<file path="src/xalu_pkg.sv">
// Shared types and constants for the integer ALU with flags.
package xalu_pkg;

   localparam int unsigned DataWidth = 32;
   localparam int unsigned WideWidth = 64;
   localparam int unsigned HalfShift = 16;

   typedef enum logic [3:0] {
      MODE_ADD      = 4'd0,
      MODE_SUB      = 4'd1,
      MODE_CMP      = 4'd2,
      MODE_INC      = 4'd3,
      MODE_DEC      = 4'd4,
      MODE_NEG      = 4'd5,
      MODE_ADC      = 4'd6,
      MODE_SBB      = 4'd7,
      MODE_MUL      = 4'd8,
      MODE_IMUL     = 4'd9,
      MODE_IMUL_SHT = 4'd10,
      MODE_DIV      = 4'd11,
      MODE_IDIV     = 4'd12,
      MODE_NOP13    = 4'd13,
      MODE_NOP14    = 4'd14,
      MODE_NOP15    = 4'd15
   } mode_type;

   typedef enum logic [1:0] {
      WC_BYTE  = 2'd0,
      WC_WORD  = 2'd1,
      WC_DWORD = 2'd2,
      WC_ALT   = 2'd3
   } wcode_type;

   typedef enum logic [1:0] {
      ST_IDLE = 2'd0,
      ST_MUL  = 2'd1,
      ST_DIV  = 2'd2,
      ST_DONE = 2'd3
   } state_type;

   typedef struct packed {
      logic start_mul;
      logic start_div;
   } ctl_type;

   typedef struct packed {
      logic [WideWidth-1:0] result;
      logic                 done;
   } sts_type;

   // mask of w low bits
   function automatic logic [DataWidth-1:0] wmask(input logic [1:0] wc);
      unique case (wcode_type'(wc))
         WC_BYTE: wmask = 32'h0000_00ff;
         WC_WORD: wmask = 32'h0000_ffff;
         default: wmask = 32'hffff_ffff;
      endcase
   endfunction

   // sign-extend from width code to 64 bits
   function automatic logic [WideWidth-1:0] sext64(input logic [DataWidth-1:0] v,
                                                  input logic [1:0] wc);
      unique case (wcode_type'(wc))
         WC_BYTE: sext64 = {{56{v[7]}}, v[7:0]};
         WC_WORD: sext64 = {{48{v[15]}}, v[15:0]};
         default: sext64 = {{32{v[31]}}, v};
      endcase
   endfunction

   // top bit at width
   function automatic logic msb_at(input logic [DataWidth-1:0] v, input logic [1:0] wc);
      unique case (wcode_type'(wc))
         WC_BYTE: msb_at = v[7];
         WC_WORD: msb_at = v[15];
         default: msb_at = v[31];
      endcase
   endfunction

endpackage

</file>
<file path="src/x86_integer_alu_with_flags_core.sv">
// Add/sub/inc/dec/neg/adc/sbb/cmp, no-op modes and zero divisors: result valid in the
// cycle after the request. Multiplies and divides wait in the MUL or DIV state while
// the shared one-bit-per-cycle unit runs; its result is registered on entry to DONE.
// One request in flight; the next is taken once the result has been delivered.
// Divide runs all 64 dividend bits through the unit, hence 64 steps.
// Reset is synchronous and active high; it clears the flags and control state.
module x86_integer_alu_with_flags_core import xalu_pkg::*; (
   input  logic        clock,
   input  logic        reset,
   input  logic        req_valid,
   output logic        req_ready,
   input  logic [3:0]  req_mode,
   input  logic [1:0]  req_width_code,
   input  logic [1:0]  req_src_width_code,
   input  logic [31:0] req_op_a,
   input  logic [31:0] req_op_b,
   input  logic [31:0] req_acc_low,
   input  logic [31:0] req_acc_high,
   output logic        rsp_valid,
   input  logic        rsp_ready,
   output logic [31:0] rsp_main_result,
   output logic [31:0] rsp_extra_result,
   output logic        rsp_carry_flag,
   output logic        rsp_overflow_flag,
   output logic        rsp_zero_flag,
   output logic        rsp_sign_flag,
   output logic        rsp_divide_fault
);

   state_type state_ff, state_in;
   logic [3:0]  flags_ff, flags_in;
   logic [3:0]  mode_ff;
   logic [1:0]  wc_ff;
   logic        nd_ff, nv_ff;
   logic [31:0] main_ff, main_in;
   logic [31:0] extra_ff, extra_in;
   logic        fault_ff, fault_in;
   logic        accept;
   ctl_type     ctl;
   sts_type     sts;
   logic [63:0] ux;
   logic [31:0] uy;

   // fast path
   logic [31:0] m, a, b, r, ov;
   logic [32:0] full;
   logic        cin, is_sub, keep_cf, cf_c, arith, neg_a;
   logic [63:0] dd, dvx;
   logic        is_signed, div_zero;
   logic [63:0] q, rr, qs, rs;
   logic [63:0] ptmp;

   // y sign correction for wide imul: y was taken as w-bit unsigned
   logic [63:0] prod, yneg_corr;
   logic        ysign_ff;
   logic [63:0] xs_keep_ff;
   logic        qneg;
   logic [31:0] mm;

   // quotient range check
   logic        qfault;
   logic [63:0] dmag, limq;
   logic [31:0] vmag;
   logic        hi_ovf_ff;

   assign accept = req_valid && req_ready;
   assign req_ready = (state_ff == ST_IDLE);
   assign rsp_valid = (state_ff == ST_DONE);

   always_comb begin
      m = wmask(req_width_code);
      a = req_op_a & m;
      b = req_op_b & m;
      cin = 1'b0; is_sub = 1'b0; keep_cf = 1'b0; arith = 1'b1; neg_a = 1'b0;
      unique case (mode_type'(req_mode))
         MODE_ADD: ;
         MODE_SUB, MODE_CMP: is_sub = 1'b1;
         MODE_INC: begin b = 32'd1; keep_cf = 1'b1; end
         MODE_DEC: begin b = 32'd1; keep_cf = 1'b1; is_sub = 1'b1; end
         MODE_NEG: begin b = a; a = '0; is_sub = 1'b1; neg_a = 1'b1; end
         MODE_ADC: cin = flags_ff[0];
         MODE_SBB: begin cin = flags_ff[0]; is_sub = 1'b1; end
         default: arith = 1'b0;
      endcase
      if (is_sub) begin
         full = {1'b0, a} - {1'b0, b} - {32'd0, cin};
         r    = full[31:0] & m;
         cf_c = ({1'b0, a} < ({1'b0, b} + {32'd0, cin}));
         ov   = (a ^ b) & (a ^ r);
      end else begin
         full = {1'b0, a} + {1'b0, b} + {32'd0, cin};
         r    = full[31:0] & m;
         unique case (wcode_type'(req_width_code))
            WC_BYTE: cf_c = full[8];
            WC_WORD: cf_c = full[16];
            default: cf_c = full[32];
         endcase
         ov   = ~(a ^ b) & (a ^ r);
      end
      if (keep_cf) cf_c = flags_ff[0];
      if (neg_a)   cf_c = (b != 32'd0);
   end

   // unit operands
   always_comb begin
      is_signed = (req_mode == MODE_IDIV) || (req_mode == MODE_IMUL) ||
                  (req_mode == MODE_IMUL_SHT);
      unique case (wcode_type'(req_width_code))
         WC_BYTE: dd = {48'd0, req_acc_low[15:0]};
         WC_WORD: dd = {32'd0, req_acc_high[15:0], req_acc_low[15:0]};
         default: dd = {req_acc_high, req_acc_low};
      endcase
      if (req_mode == MODE_IDIV) begin
         unique case (wcode_type'(req_width_code))
            WC_BYTE: dd = {{48{dd[15]}}, dd[15:0]};
            WC_WORD: dd = {{32{dd[31]}}, dd[31:0]};
            default: ;
         endcase
      end
      dvx = is_signed ? sext64(req_op_a, req_width_code) : {32'd0, req_op_a & m};
      div_zero = ((req_op_a & m) == 32'd0);
      ux = '0; uy = '0; ptmp = '0;
      ctl.start_mul = 1'b0; ctl.start_div = 1'b0;
      if (accept) begin
         unique case (mode_type'(req_mode))
            MODE_MUL: begin
               ux = {32'd0, a}; uy = req_acc_low & m; ctl.start_mul = 1'b1;
            end
            MODE_IMUL: begin
               ptmp = sext64(req_op_a, req_width_code);
               ux = ptmp;
               ptmp = sext64(req_acc_low, req_width_code);
               uy = ptmp[31:0] & m;
               // low w bits of y; sign handled by subtract correction below
               ctl.start_mul = 1'b1;
            end
            MODE_IMUL_SHT: begin
               ux = sext64(req_op_a, req_width_code);
               ptmp = sext64(req_op_b, req_src_width_code);
               uy = ptmp[31:0];
               ctl.start_mul = 1'b1;
            end
            MODE_DIV, MODE_IDIV: begin
               if (!div_zero) begin
                  ux = (dd[63] && req_mode == MODE_IDIV) ? 64'd0 - dd : dd;
                  uy = (dvx[63] && req_mode == MODE_IDIV) ? 32'd0 - dvx[31:0]
                                                         : dvx[31:0];
                  ctl.start_div = 1'b1;
               end
            end
            default: ;
         endcase
      end
   end

   xalu_seq_unit u_seq (
      .clock  (clock),
      .reset  (reset),
      .ctl    (ctl),
      .opnd_x (ux),
      .opnd_y (uy),
      .sts    (sts)
   );

   always_comb begin
      mm = wmask(wc_ff);
      unique case (wcode_type'(wc_ff))
         WC_BYTE: yneg_corr = xs_keep_ff << 8;
         WC_WORD: yneg_corr = xs_keep_ff << 16;
         default: yneg_corr = xs_keep_ff << 32;
      endcase
      prod = sts.result - ((mode_ff == MODE_IMUL && ysign_ff) ? yneg_corr : 64'd0);
      q  = {32'd0, sts.result[31:0]};
      rr = {32'd0, sts.result[63:32]};
      qneg = nd_ff ^ nv_ff;
      qs = qneg ? 64'd0 - q : q;
      rs = nd_ff ? 64'd0 - rr : rr;
      main_in = main_ff; extra_in = extra_ff; fault_in = fault_ff; flags_in = flags_ff;
      if (accept) begin
         main_in = '0; extra_in = '0; fault_in = 1'b0;
         if (arith) begin
            main_in = (req_mode == MODE_CMP) ? a : r;
            flags_in = {msb_at(r, req_width_code), r == 32'd0,
                        msb_at(ov, req_width_code), cf_c};
         end
         if ((req_mode == MODE_DIV || req_mode == MODE_IDIV) && div_zero) fault_in = 1'b1;
      end else if (sts.done) begin
         if (mode_ff == MODE_MUL || mode_ff == MODE_IMUL) begin
            if (wc_ff == WC_BYTE) main_in = {16'd0, prod[15:0]};
            else begin
               main_in = prod[31:0] & mm;
               unique case (wcode_type'(wc_ff))
                  WC_WORD: extra_in = {16'd0, prod[31:16]};
                  default: extra_in = prod[63:32];
               endcase
            end
         end else if (mode_ff == MODE_IMUL_SHT) begin
            main_in = prod[31:0] & mm;
         end else begin
            // quotient must fit the width
            fault_in = qfault;
            main_in  = qfault ? 32'd0 : qs[31:0] & mm;
            extra_in = qfault ? 32'd0 : rs[31:0] & mm;
         end
      end
   end

   // quotient high-bit tracking: divider result holds only the low 32 quotient bits,
   // so a separate overflow check is made at start from the dividend and divisor
   always_comb begin
      dmag = (dd[63] && req_mode == MODE_IDIV) ? 64'd0 - dd : dd;
      vmag = (dvx[63] && req_mode == MODE_IDIV) ? 32'd0 - dvx[31:0] : dvx[31:0];
   end

   // overflow: quotient >= 2^32 iff dmag[63:32] >= vmag; narrower limits checked on q
   always_comb begin
      limq = 64'd1 << (wc_ff == WC_BYTE ? 7 : (wc_ff == WC_WORD ? 15 : 31));
      if (mode_ff == MODE_DIV)
         qfault = hi_ovf_ff || ((q & ~{32'd0, mm}) != 64'd0);
      else
         qfault = hi_ovf_ff || (qneg ? (q > limq) : (q >= limq));
   end

   always_comb begin
      state_in = state_ff;
      unique case (state_ff)
         ST_IDLE: if (accept) state_in = ctl.start_mul ? ST_MUL :
                                       (ctl.start_div ? ST_DIV : ST_DONE);
         ST_MUL, ST_DIV: if (sts.done) state_in = ST_DONE;
         ST_DONE: if (rsp_ready) state_in = ST_IDLE;
         default: state_in = ST_IDLE;
      endcase
   end

   always_ff @(posedge clock) begin
      if (reset) begin
         state_ff <= ST_IDLE;
         flags_ff <= '0;
      end else begin
         state_ff <= state_in;
         flags_ff <= flags_in;
      end
      main_ff  <= main_in;
      extra_ff <= extra_in;
      fault_ff <= fault_in;
      if (accept) begin
         mode_ff    <= req_mode;
         wc_ff      <= req_width_code;
         nd_ff      <= dd[63] && (req_mode == MODE_IDIV);
         nv_ff      <= dvx[63] && (req_mode == MODE_IDIV);
         ysign_ff   <= msb_at(req_acc_low, req_width_code);
         xs_keep_ff <= sext64(req_op_a, req_width_code);
         hi_ovf_ff  <= (dmag[63:32] >= vmag) && !div_zero;
      end
   end

   assign rsp_main_result   = main_ff;
   assign rsp_extra_result  = extra_ff;
   assign rsp_carry_flag    = flags_ff[0];
   assign rsp_overflow_flag = flags_ff[1];
   assign rsp_zero_flag     = flags_ff[2];
   assign rsp_sign_flag     = flags_ff[3];
   assign rsp_divide_fault  = fault_ff;

endmodule

</file>
<file path="src/xalu_seq_unit.sv">
// Shared shift-add multiplier and restoring divider, one bit per cycle.
module xalu_seq_unit import xalu_pkg::*; (
   input  logic                 clock,
   input  logic                 reset,
   input  ctl_type              ctl,
   input  logic [WideWidth-1:0] opnd_x,
   input  logic [DataWidth-1:0] opnd_y,
   output sts_type              sts
);

   logic [WideWidth-1:0] acc_ff, acc_in;
   logic [WideWidth-1:0] xs_ff, xs_in;
   logic [DataWidth:0]   rem_ff, rem_in;
   logic [DataWidth-1:0] y_ff, y_in;
   logic [6:0]           cnt_ff, cnt_in;
   logic                 mul_ff, mul_in;
   logic                 busy_ff, busy_in;
   logic [DataWidth:0]   trial;
   logic [DataWidth:0]   shifted;

   always_comb begin
      acc_in  = acc_ff;
      xs_in   = xs_ff;
      rem_in  = rem_ff;
      y_in    = y_ff;
      cnt_in  = cnt_ff;
      mul_in  = mul_ff;
      busy_in = busy_ff;
      shifted = {rem_ff[DataWidth-1:0], xs_ff[WideWidth-1]};
      trial   = shifted - {1'b0, y_ff};
      if (ctl.start_mul || ctl.start_div) begin
         acc_in  = '0;
         xs_in   = opnd_x;
         rem_in  = '0;
         y_in    = opnd_y;
         cnt_in  = ctl.start_mul ? 7'd32 : 7'd64;
         mul_in  = ctl.start_mul;
         busy_in = 1'b1;
      end else if (busy_ff) begin
         if (mul_ff) begin
            if (y_ff[0]) acc_in = acc_ff + xs_ff;
            xs_in = {xs_ff[WideWidth-2:0], 1'b0};
            y_in  = {1'b0, y_ff[DataWidth-1:1]};
         end else begin
            if (!trial[DataWidth] || rem_ff[DataWidth-1]) begin
               rem_in = trial;
               acc_in = {acc_ff[WideWidth-2:0], 1'b1};
            end else begin
               rem_in = shifted;
               acc_in = {acc_ff[WideWidth-2:0], 1'b0};
            end
            xs_in = {xs_ff[WideWidth-2:0], 1'b0};
         end
         cnt_in = cnt_ff - 7'd1;
         if (cnt_ff == 7'd1) busy_in = 1'b0;
      end
   end

   always_ff @(posedge clock) begin
      if (reset) begin
         busy_ff <= 1'b0;
         cnt_ff  <= '0;
         mul_ff  <= 1'b0;
      end else begin
         busy_ff <= busy_in;
         cnt_ff  <= cnt_in;
         mul_ff  <= mul_in;
      end
      acc_ff <= acc_in;
      xs_ff  <= xs_in;
      rem_ff <= rem_in;
      y_ff   <= y_in;
   end

   // divide: quotient in low word region of acc, remainder in rem
   assign sts.done   = busy_ff && (cnt_ff == 7'd1);
   assign sts.result = mul_ff ? acc_in : {rem_in[DataWidth-1:0], acc_in[DataWidth-1:0]} ;

endmodule
</file>
<file path="config.mk">
export PLATFORM = sky130hd
export DESIGN_NAME = x86_integer_alu_with_flags_core
export DESIGN_NICKNAME = d
export VERILOG_FILES = /design/src/xalu_pkg.sv /design/src/x86_integer_alu_with_flags_core.sv /design/src/xalu_seq_unit.sv
export SDC_FILE = /design/constraint.sdc
export NUM_CORES = 2
export LEC_CHECK = 0
export BUFFER_PORTS_ARGS = -buffer_cell sky130_fd_sc_hd__buf_4
export CORE_MARGIN = 1.5
export CORE_UTILIZATION = 50
export DETAILED_ROUTE_END_ITERATION = 7
export PLACE_DENSITY = 0.67
export SLEW_MARGIN = 20
export SYNTH_ARGS = -nofsm -noshare
export SYNTH_HDL_FRONTEND = slang
export SYNTH_SLANG_ARGS = --single-unit
</file>
<file path="constraint.sdc">
create_clock -name clock -period 19.2 [get_ports clock]
set_input_delay 1.92 -clock clock [delete_from_list [all_inputs] [get_ports clock]]
set_output_delay 1.92 -clock clock [all_outputs]
set_load 0.01 [all_outputs]
</file>
Yosys cells after proc, flatten, opt, wreduce, memory -nomap -nowiden

Cells that the tools add are included.

Bits in registers: 338
Input bits: 140
Output and inout bits: 71
Logic and storage cells: 222

Add/sub/neg operators: 13
$lt $le $gt $ge: 4
Eq/ne operators: 31
Shift-type cells: 1
Mux-type cells: 92
Bitwise logic cells: 18
Reductions and logical operators: 43

Operators with widths:

| operator                | count |
|---|---|
| $mux W32                | 30 |
| $mux W64                | 13 |
| $pmux W64 S2            | 4 |
| $and A32 B32 Y32        | 11 |
| $pmux W32 S2            | 5 |
| $pmux W64 S3            | 1 |
| $pmux W32 S4            | 1 |
| $sub A1 B32 Y32 const A | 3 |
| $xor A32 B32 Y32        | 3 |
| $add A64 B64 Y64        | 1 |
| $and A32 B64 Y64        | 1 |
| $ge A32 B64 Y1          | 1 |
| $gt A32 B64 Y1          | 1 |
| $logic_not A32 Y1       | 2 |
| $not A32 Y64            | 1 |
| $reduce_bool A64 Y1     | 1 |
| $shl A1 B5 Y64 const A  | 1 |
| $sub A1 B64 Y64 const A | 1 |
| $sub A64 B64 Y64        | 1 |
| $eq A4 B4 Y1 const B    | 9 |
| $add A32 B1 Y33         | 1 |
| $add A32 B32 Y33        | 1 |
| $add A33 B1 Y33         | 1 |
| $lt A32 B33 Y1          | 1 |
| other kinds (34)        | 107 |

Depth between registers and ports, before layout

Word-level depth: 19
Mapped depth: 32
Depth with buffers taken out: 29

Modules after synthesis

A second synthesis with hierarchy kept.

Cells, all modules: 5139
Area total of the unflattened synthesis: 37488.5 µm²

By module, submodules not included:

| module                          | instances | cells an instance | area an instance (µm²) | seq. area each (µm²) |
|---|---|---|---|---|
| x86_integer_alu_with_flags_core | 1         | 3259              | 22516.6                | 3012.9 |
| xalu_seq_unit                   | 1         | 1880              | 14971.9                | 4984.8 |

Worst setup path before layout

No wires, ideal clock.

Path kind: input -> register
From: input port req_op_a[0]
To: register extra_ff[30] (netlist: rsp_extra_result[30])
Library setup time: 0.074 ns
Data arrival time: 8.502 ns
Data required time: 19.126 ns
Setup slack: 10.624 ns
Cell stages on the path: 30
Path buffers: 9
Cells stage by stage: clkbuf_1 inv_1 ha_1 nor4b_1 nand4b_1 o41a_1 buf_2 buf_2 buf_2 buf_1 clkbuf_1 clkbuf_1 clkbuf_1 clkbuf_1 nor2_1 fa_1 a21oi_1 o21ai_0 a221oi_1 nor3b_1 o21a_1 o2111ai_1 a311oi_1 a2111oi_0 o21ai_0 a31o_2 a31oi_1 xnor2_1 nand2_1 a31oi_1

RTL lines:

| item                 | line                                   | RTL |
|---|---|---|
| from (decl)          | x86_integer_alu_with_flags_core.sv:15  | `input logic [31:0] req_op_a,` |
| to (signal assigned) | x86_integer_alu_with_flags_core.sv:244 | `extra_ff <= extra_in;` |
| to (decl)            | x86_integer_alu_with_flags_core.sv:36  | `logic [31:0] extra_ff, extra_in;` |

Final worst setup path

From: input port req_mode[2]
To: register extra_ff[30] (netlist: rsp_extra_result[30])

Longest elaborated chain between the ends: 14
Elaborated cells between the ends (all ways): 31
Classes of those cells: add/sub (2); order compare (2); eq/ne (5); mux (14); bitwise (2); reduce/logical (6)

Ends and longest elaborated chain:

| item                                                                         | line                                                                           | RTL |
|---|---|---|
| from (decl)                                                                  | x86_integer_alu_with_flags_core.sv:12                                          | `input logic [3:0] req_mode,` |
| $eq A4 B4 Y1, on equally long branches                                       | --                                                                             |  |
| $reduce_or A3 Y1 (no source line) / $reduce_or A2 Y1 (equally long branches) | --                                                                             |  |
| $mux W1                                                                      | x86_integer_alu_with_flags_core.sv:125                                         | `unique case (mode_type'(req_mode))` |
| $mux W2 *                                                                    | x86_integer_alu_with_flags_core.sv:124                                         | `if (accept) begin` |
| $logic_or A1 B1 Y1 *                                                         | xalu_seq_unit.sv:31                                                            | `if (ctl.start_mul \|\| ctl.start_div) begin` |
| $mux W64                                                                     | xalu_seq_unit.sv:31                                                            |  |
| $mux W64 *                                                                   | xalu_seq_unit.sv:77                                                            | `assign sts.result = mul_ff ? acc_in : {rem_in[DataWidth-1:0], acc_in[DataWidth-1:0]} ;` |
| $ge A32 B64 Y1, or another cell as far along                                 | x86_integer_alu_with_flags_core.sv:221                                         | `qfault = hi_ovf_ff \|\| (qneg ? (q > limq) : (q >= limq));` |
| $mux W1 / $reduce_bool A64 Y1 (equally long branches)                        | x86_integer_alu_with_flags_core.sv:221, x86_integer_alu_with_flags_core.sv:219 |  |
| $logic_or A1 B1 Y1, on equally long branches                                 | x86_integer_alu_with_flags_core.sv:221, x86_integer_alu_with_flags_core.sv:219 |  |
| $mux W1                                                                      | x86_integer_alu_with_flags_core.sv:218                                         | `if (mode_ff == MODE_DIV)` |
| $mux W32                                                                     | x86_integer_alu_with_flags_core.sv:203                                         | `extra_in = qfault ? 32'd0 : rs[31:0] & mm;` |
| $mux W32                                                                     | x86_integer_alu_with_flags_core.sv:197                                         | `end else if (mode_ff == MODE_IMUL_SHT) begin` |
| $mux W32 *                                                                   | x86_integer_alu_with_flags_core.sv:188                                         | `if (mode_ff == MODE_MUL \|\| mode_ff == MODE_IMUL) begin` |

Every way passes the cells marked *; elsewhere a longest branch is shown, timed or not. The select of a mux whose other input is x is not followed.
A chain may end at the register's enable or synchronous reset.

==> summary.md <==
| Metric | Value |
|---|---|
| DRC | `0` |
| Initial DRC count | `5,931` |
| Synth top area cells | `edfxtp_1, ha_1, dfxtp_1, a21oi_1, o21ai_0` |
| Routed Wire Length | `172 mm` |
| Placed cell count | `~6,000` |
| Std-Cell Core Area | `roughly 0.073 sq mm` |
| # Max-Cap Violations | `0` |
| Share of the synthesized area in the top cell type | `0.138` |
| Ys flop type | `edfxtp_1` |
| Initial antenna violation count | `13` |
| Post-synthesis cell count | `about 5,100` |
| Syn-to-layout area delta | `9.76%` |
| Clock transition at path regs | `roughly 0.050 ns` |
| Async set or reset register ratio after synthesis | `0` |
| Pins Over Slew Limit | `0` |
| Power density over the cells | `146 mW/mm^2` |
| Slew margin rel. | `0.197` |
| HPWL Detailed | `about 140 mm` |
| Post-CTS Resized | `0` |
| Share of cells above drive strength 1 | `0.0871` |
| Internal Power | `2.78 mW` |
| Clock Latency Late Sink | `between 0.5 and 0.6 ns` |
| WHS | `~0.52 ns` |
| Kind of critical path | `primary input to flip-flop` |
| Synth Cell Area | `0.0373 sq mm` |
| Sw Share | `0.534` |
| Period utilization | `0.508` |
| Post CTS Setup Buffer Count | `0` |
| CTS Hold Bufs | `0` |
| Met2 usage | `0.653` |
| Post-route ant nets | `0` |
| Finished Layout Cells | `roughly 6,100` |
| Worst IR Drop VDD | `about 0.00007 V` |
| Post-synth top cells | `nand2_1, a21oi_1, nor2_1, o21ai_0, ha_1` |
| Run status | `finished clean` |
| Met3 usage | `0.104` |
| CTS H-tree depth | `2` |
| GR peak layer | `met2` |
| Worst Path Arrival | `roughly 10 ns` |
| Critical path data required time | `19.69 ns` |
| Total track usage | `0.437` |
| Vias in the first global route | `around 38,000` |
| Total CTS buffers | `36` |
| Buffers on Ports | `210` |
| DIE AREA | `around 0.076 sq mm` |
| Comb pwr share | `0.680` |
| Vias post-DR | `42,000` |
| RSZ-0062 raised after global routing | `false` |
| Reg power frac | `0.195` |
| Yosys cell types | `roughly 110` |
| Clock power share | `0.126` |
| Critical Path Slowest Stage Cell | `o41a_2` |
| Root buf cell | `clkbuf_16` |
| Placed cell area | `roughly 0.04 sq mm` |
| Most used cell, CP | `buf_4` |
| TritonCTS sink count | `roughly 310` |
| Setup_tns | `0 ns` |
| Met1 Use GR | `0.586` |
| Clock Path Buffers | `3` |
| Starting Density | `0.508` |
| Row Count | `99` |
| CTS tree | `done` |
| Io pins | `211` |
| Wire length per cell | `between 20 and 30 um` |
| Largest net degree at the start of global routing | `86` |
| RePlAce Congestion | `1.06` |
| Hold/Removal Path Class | `flip-flop to flip-flop` |
| Cell with the most instances after synthesis | `nand2_1` |
| Synthesized net count | `between 5,000 and 6,000` |
| Overall power | `~6.0 mW` |
| Hold Violations, Final | `0` |
| Layout net count | `around 5,600` |
| Worst Tran Pin Value | `about 1.2 ns` |
| Synth area leader | `edfxtp_1` |
| Die span in x | `276 um` |
| CP max stage delay | `about 0.89 ns` |
| First-pass GRT wire length | `249 mm` |
| Register area share after synthesis | `0.215` |
| Fill count | `around 7,200` |
| Post-layout instance area | `between 0.04 and 0.05 sq mm` |
| Routed vias/inst | `6.90` |
| Die height | `roughly 280 um` |
| Ys Warns | `0` |
| Net Sw Power | `between 3 and 4 mW` |
| Crit. End Element | `flip-flop` |
| Tmin final | `9.76 ns` |
| CP Launch Type | `primary input` |
| Worst-path maximum fanout | `65` |
| Number of enable flip-flop cells after synthesis | `roughly 170` |
| Skew final | `0.0403 ns` |
| Avg Cell Area, Syn | `between 7 and 8 sq um` |
| Setup Viol. Count Final | `0` |
| FMAX | `about 0.1 GHz` |
| First-pass iteration count of the detailed router | `6` |
| Synth Register Bits | `314` |
| Overflow after GRT | `0` |
| Pleak | `approximately 17 nW` |
[critical path, delay by kind of cell]
| kind | cells | cell delay (ns) |
|---|---|---|
| AOI/OAI and AO/OA | 10 | 4.32 |
| xor gates and xnor gates | 1 | 0.14 |
| adders and majority gates | 1 | 0.38 |
| buffers and inverters | 5 | 2.16 |
| and+or+nand+nor | 8 | 1.23 |
[sequential cells by signal (all words and copies together), names as in the netlist, 2 cells and up]
register	flops
flags_ff	4
mode_ff	4
rsp_extra_result	32
rsp_main_result	32
state_ff	2
u_seq.acc_ff	64
u_seq.cnt_ff	7
u_seq.rem_ff	32
u_seq.xs_ff	64
u_seq.y_ff	32
wc_ff	2
xs_keep_ff	32
[layout by cell type, fill, tap and decap left out, types with 49 or more instances in the layout]
master / count
nand4_1: 62
o22ai_1: 53
a211oi_1: 49
nor4_1: 55
xor2_1: 104
inv_1: 231
o211ai_1: 67
nor2_1: 468
nand2b_1: 53
a31oi_1: 87
edfxtp_1: 171
nand3_1: 132
nand2_1: 540
o21ai_0: 438
a21oi_1: 474
ha_1: 316
o21a_1: 53
a21o_1: 106
xnor2_1: 184
dfxtp_1: 142
buf_4: 285
nor3_1: 124
[power by group through the flow]
| stage | sequential (mW) | combinational [mW] | clock, mW |
|---|---|---|---|
| after floorplan | 1.05 | 2.73 | 0 |
| after global placement | 1.15 | 3.91 | 0 |
| after detailed placement | 1.15 | 3.90 | 0 |
| after CTS | 1.14 | 3.92 | 0.749 |
| after global routing | 1.17 | 4.35 | 0.772 |
| final | 1.16 | 4.05 | 0.749 |
[area by class of cell]
type	instances	area, sq um	share of cell area
repair buffers	285	2140	0.0523
diodes	8	20.0	0.000490
flip-flops and latches	314	8000	0.196
well taps	959	1200	0.0293
inverters	238	893	0.0218
clock inverters	10	170	0.00416
multi-input cells	4228	27400	0.670
clock buffers	55	1070	0.0263
[final timing paths]
kind,slack [ns],to,cells after the start,from
max,9.44,rsp_extra_result[30],25,req_mode[2]
min,0.52,rsp_extra_result[2],2,rsp_extra_result[2]
max reg2reg,10.47,rsp_extra_result[30],28,state_ff[0]
min reg2reg,0.52,rsp_extra_result[2],2,rsp_extra_result[2]
[metrics by stage]
| step | setup WS, ns | util |
|---|---|---|
| 3_5_place_dp | 9.14 | 0.540 |
| 3_3_place_gp | 9.22 | 0.540 |
| 4_1_cts | 9.69 | 0.557 |
| 5_1_grt | 8.75 | 0.557 |
| 6_report | 9.44 | 0.558 |
| 2_1_floorplan | 10.62 | - |
[layer usage]
metal / part of all wire / routed length (um) / vias to the layer above
met5: 0.00040 / 69 / -
met4: 0.059 / 10100 / 10
met3: 0.12 / 20800 / 484
met2: 0.42 / 71800 / 2730
met1: 0.40 / 69300 / 19800
li1: - / - / 19000
[kinds of logic (layout without fill, tap and decap cells)]
kind of cell	count (synthesis)	count (layout)	synth area share
AO/OA/AOI/OAI	1832	1832	0.319
AND/OR/NAND/NOR	1733	1733	0.221
buffers and inverters	523	588	0.0534
adder cells (fa/ha/maj)	323	323	0.110
flip-flops	314	314	0.215
XOR/XNOR	288	288	0.0677
multiplexers	52	52	0.0144
other	0	8	0
(Power assumes the default switching activity.)
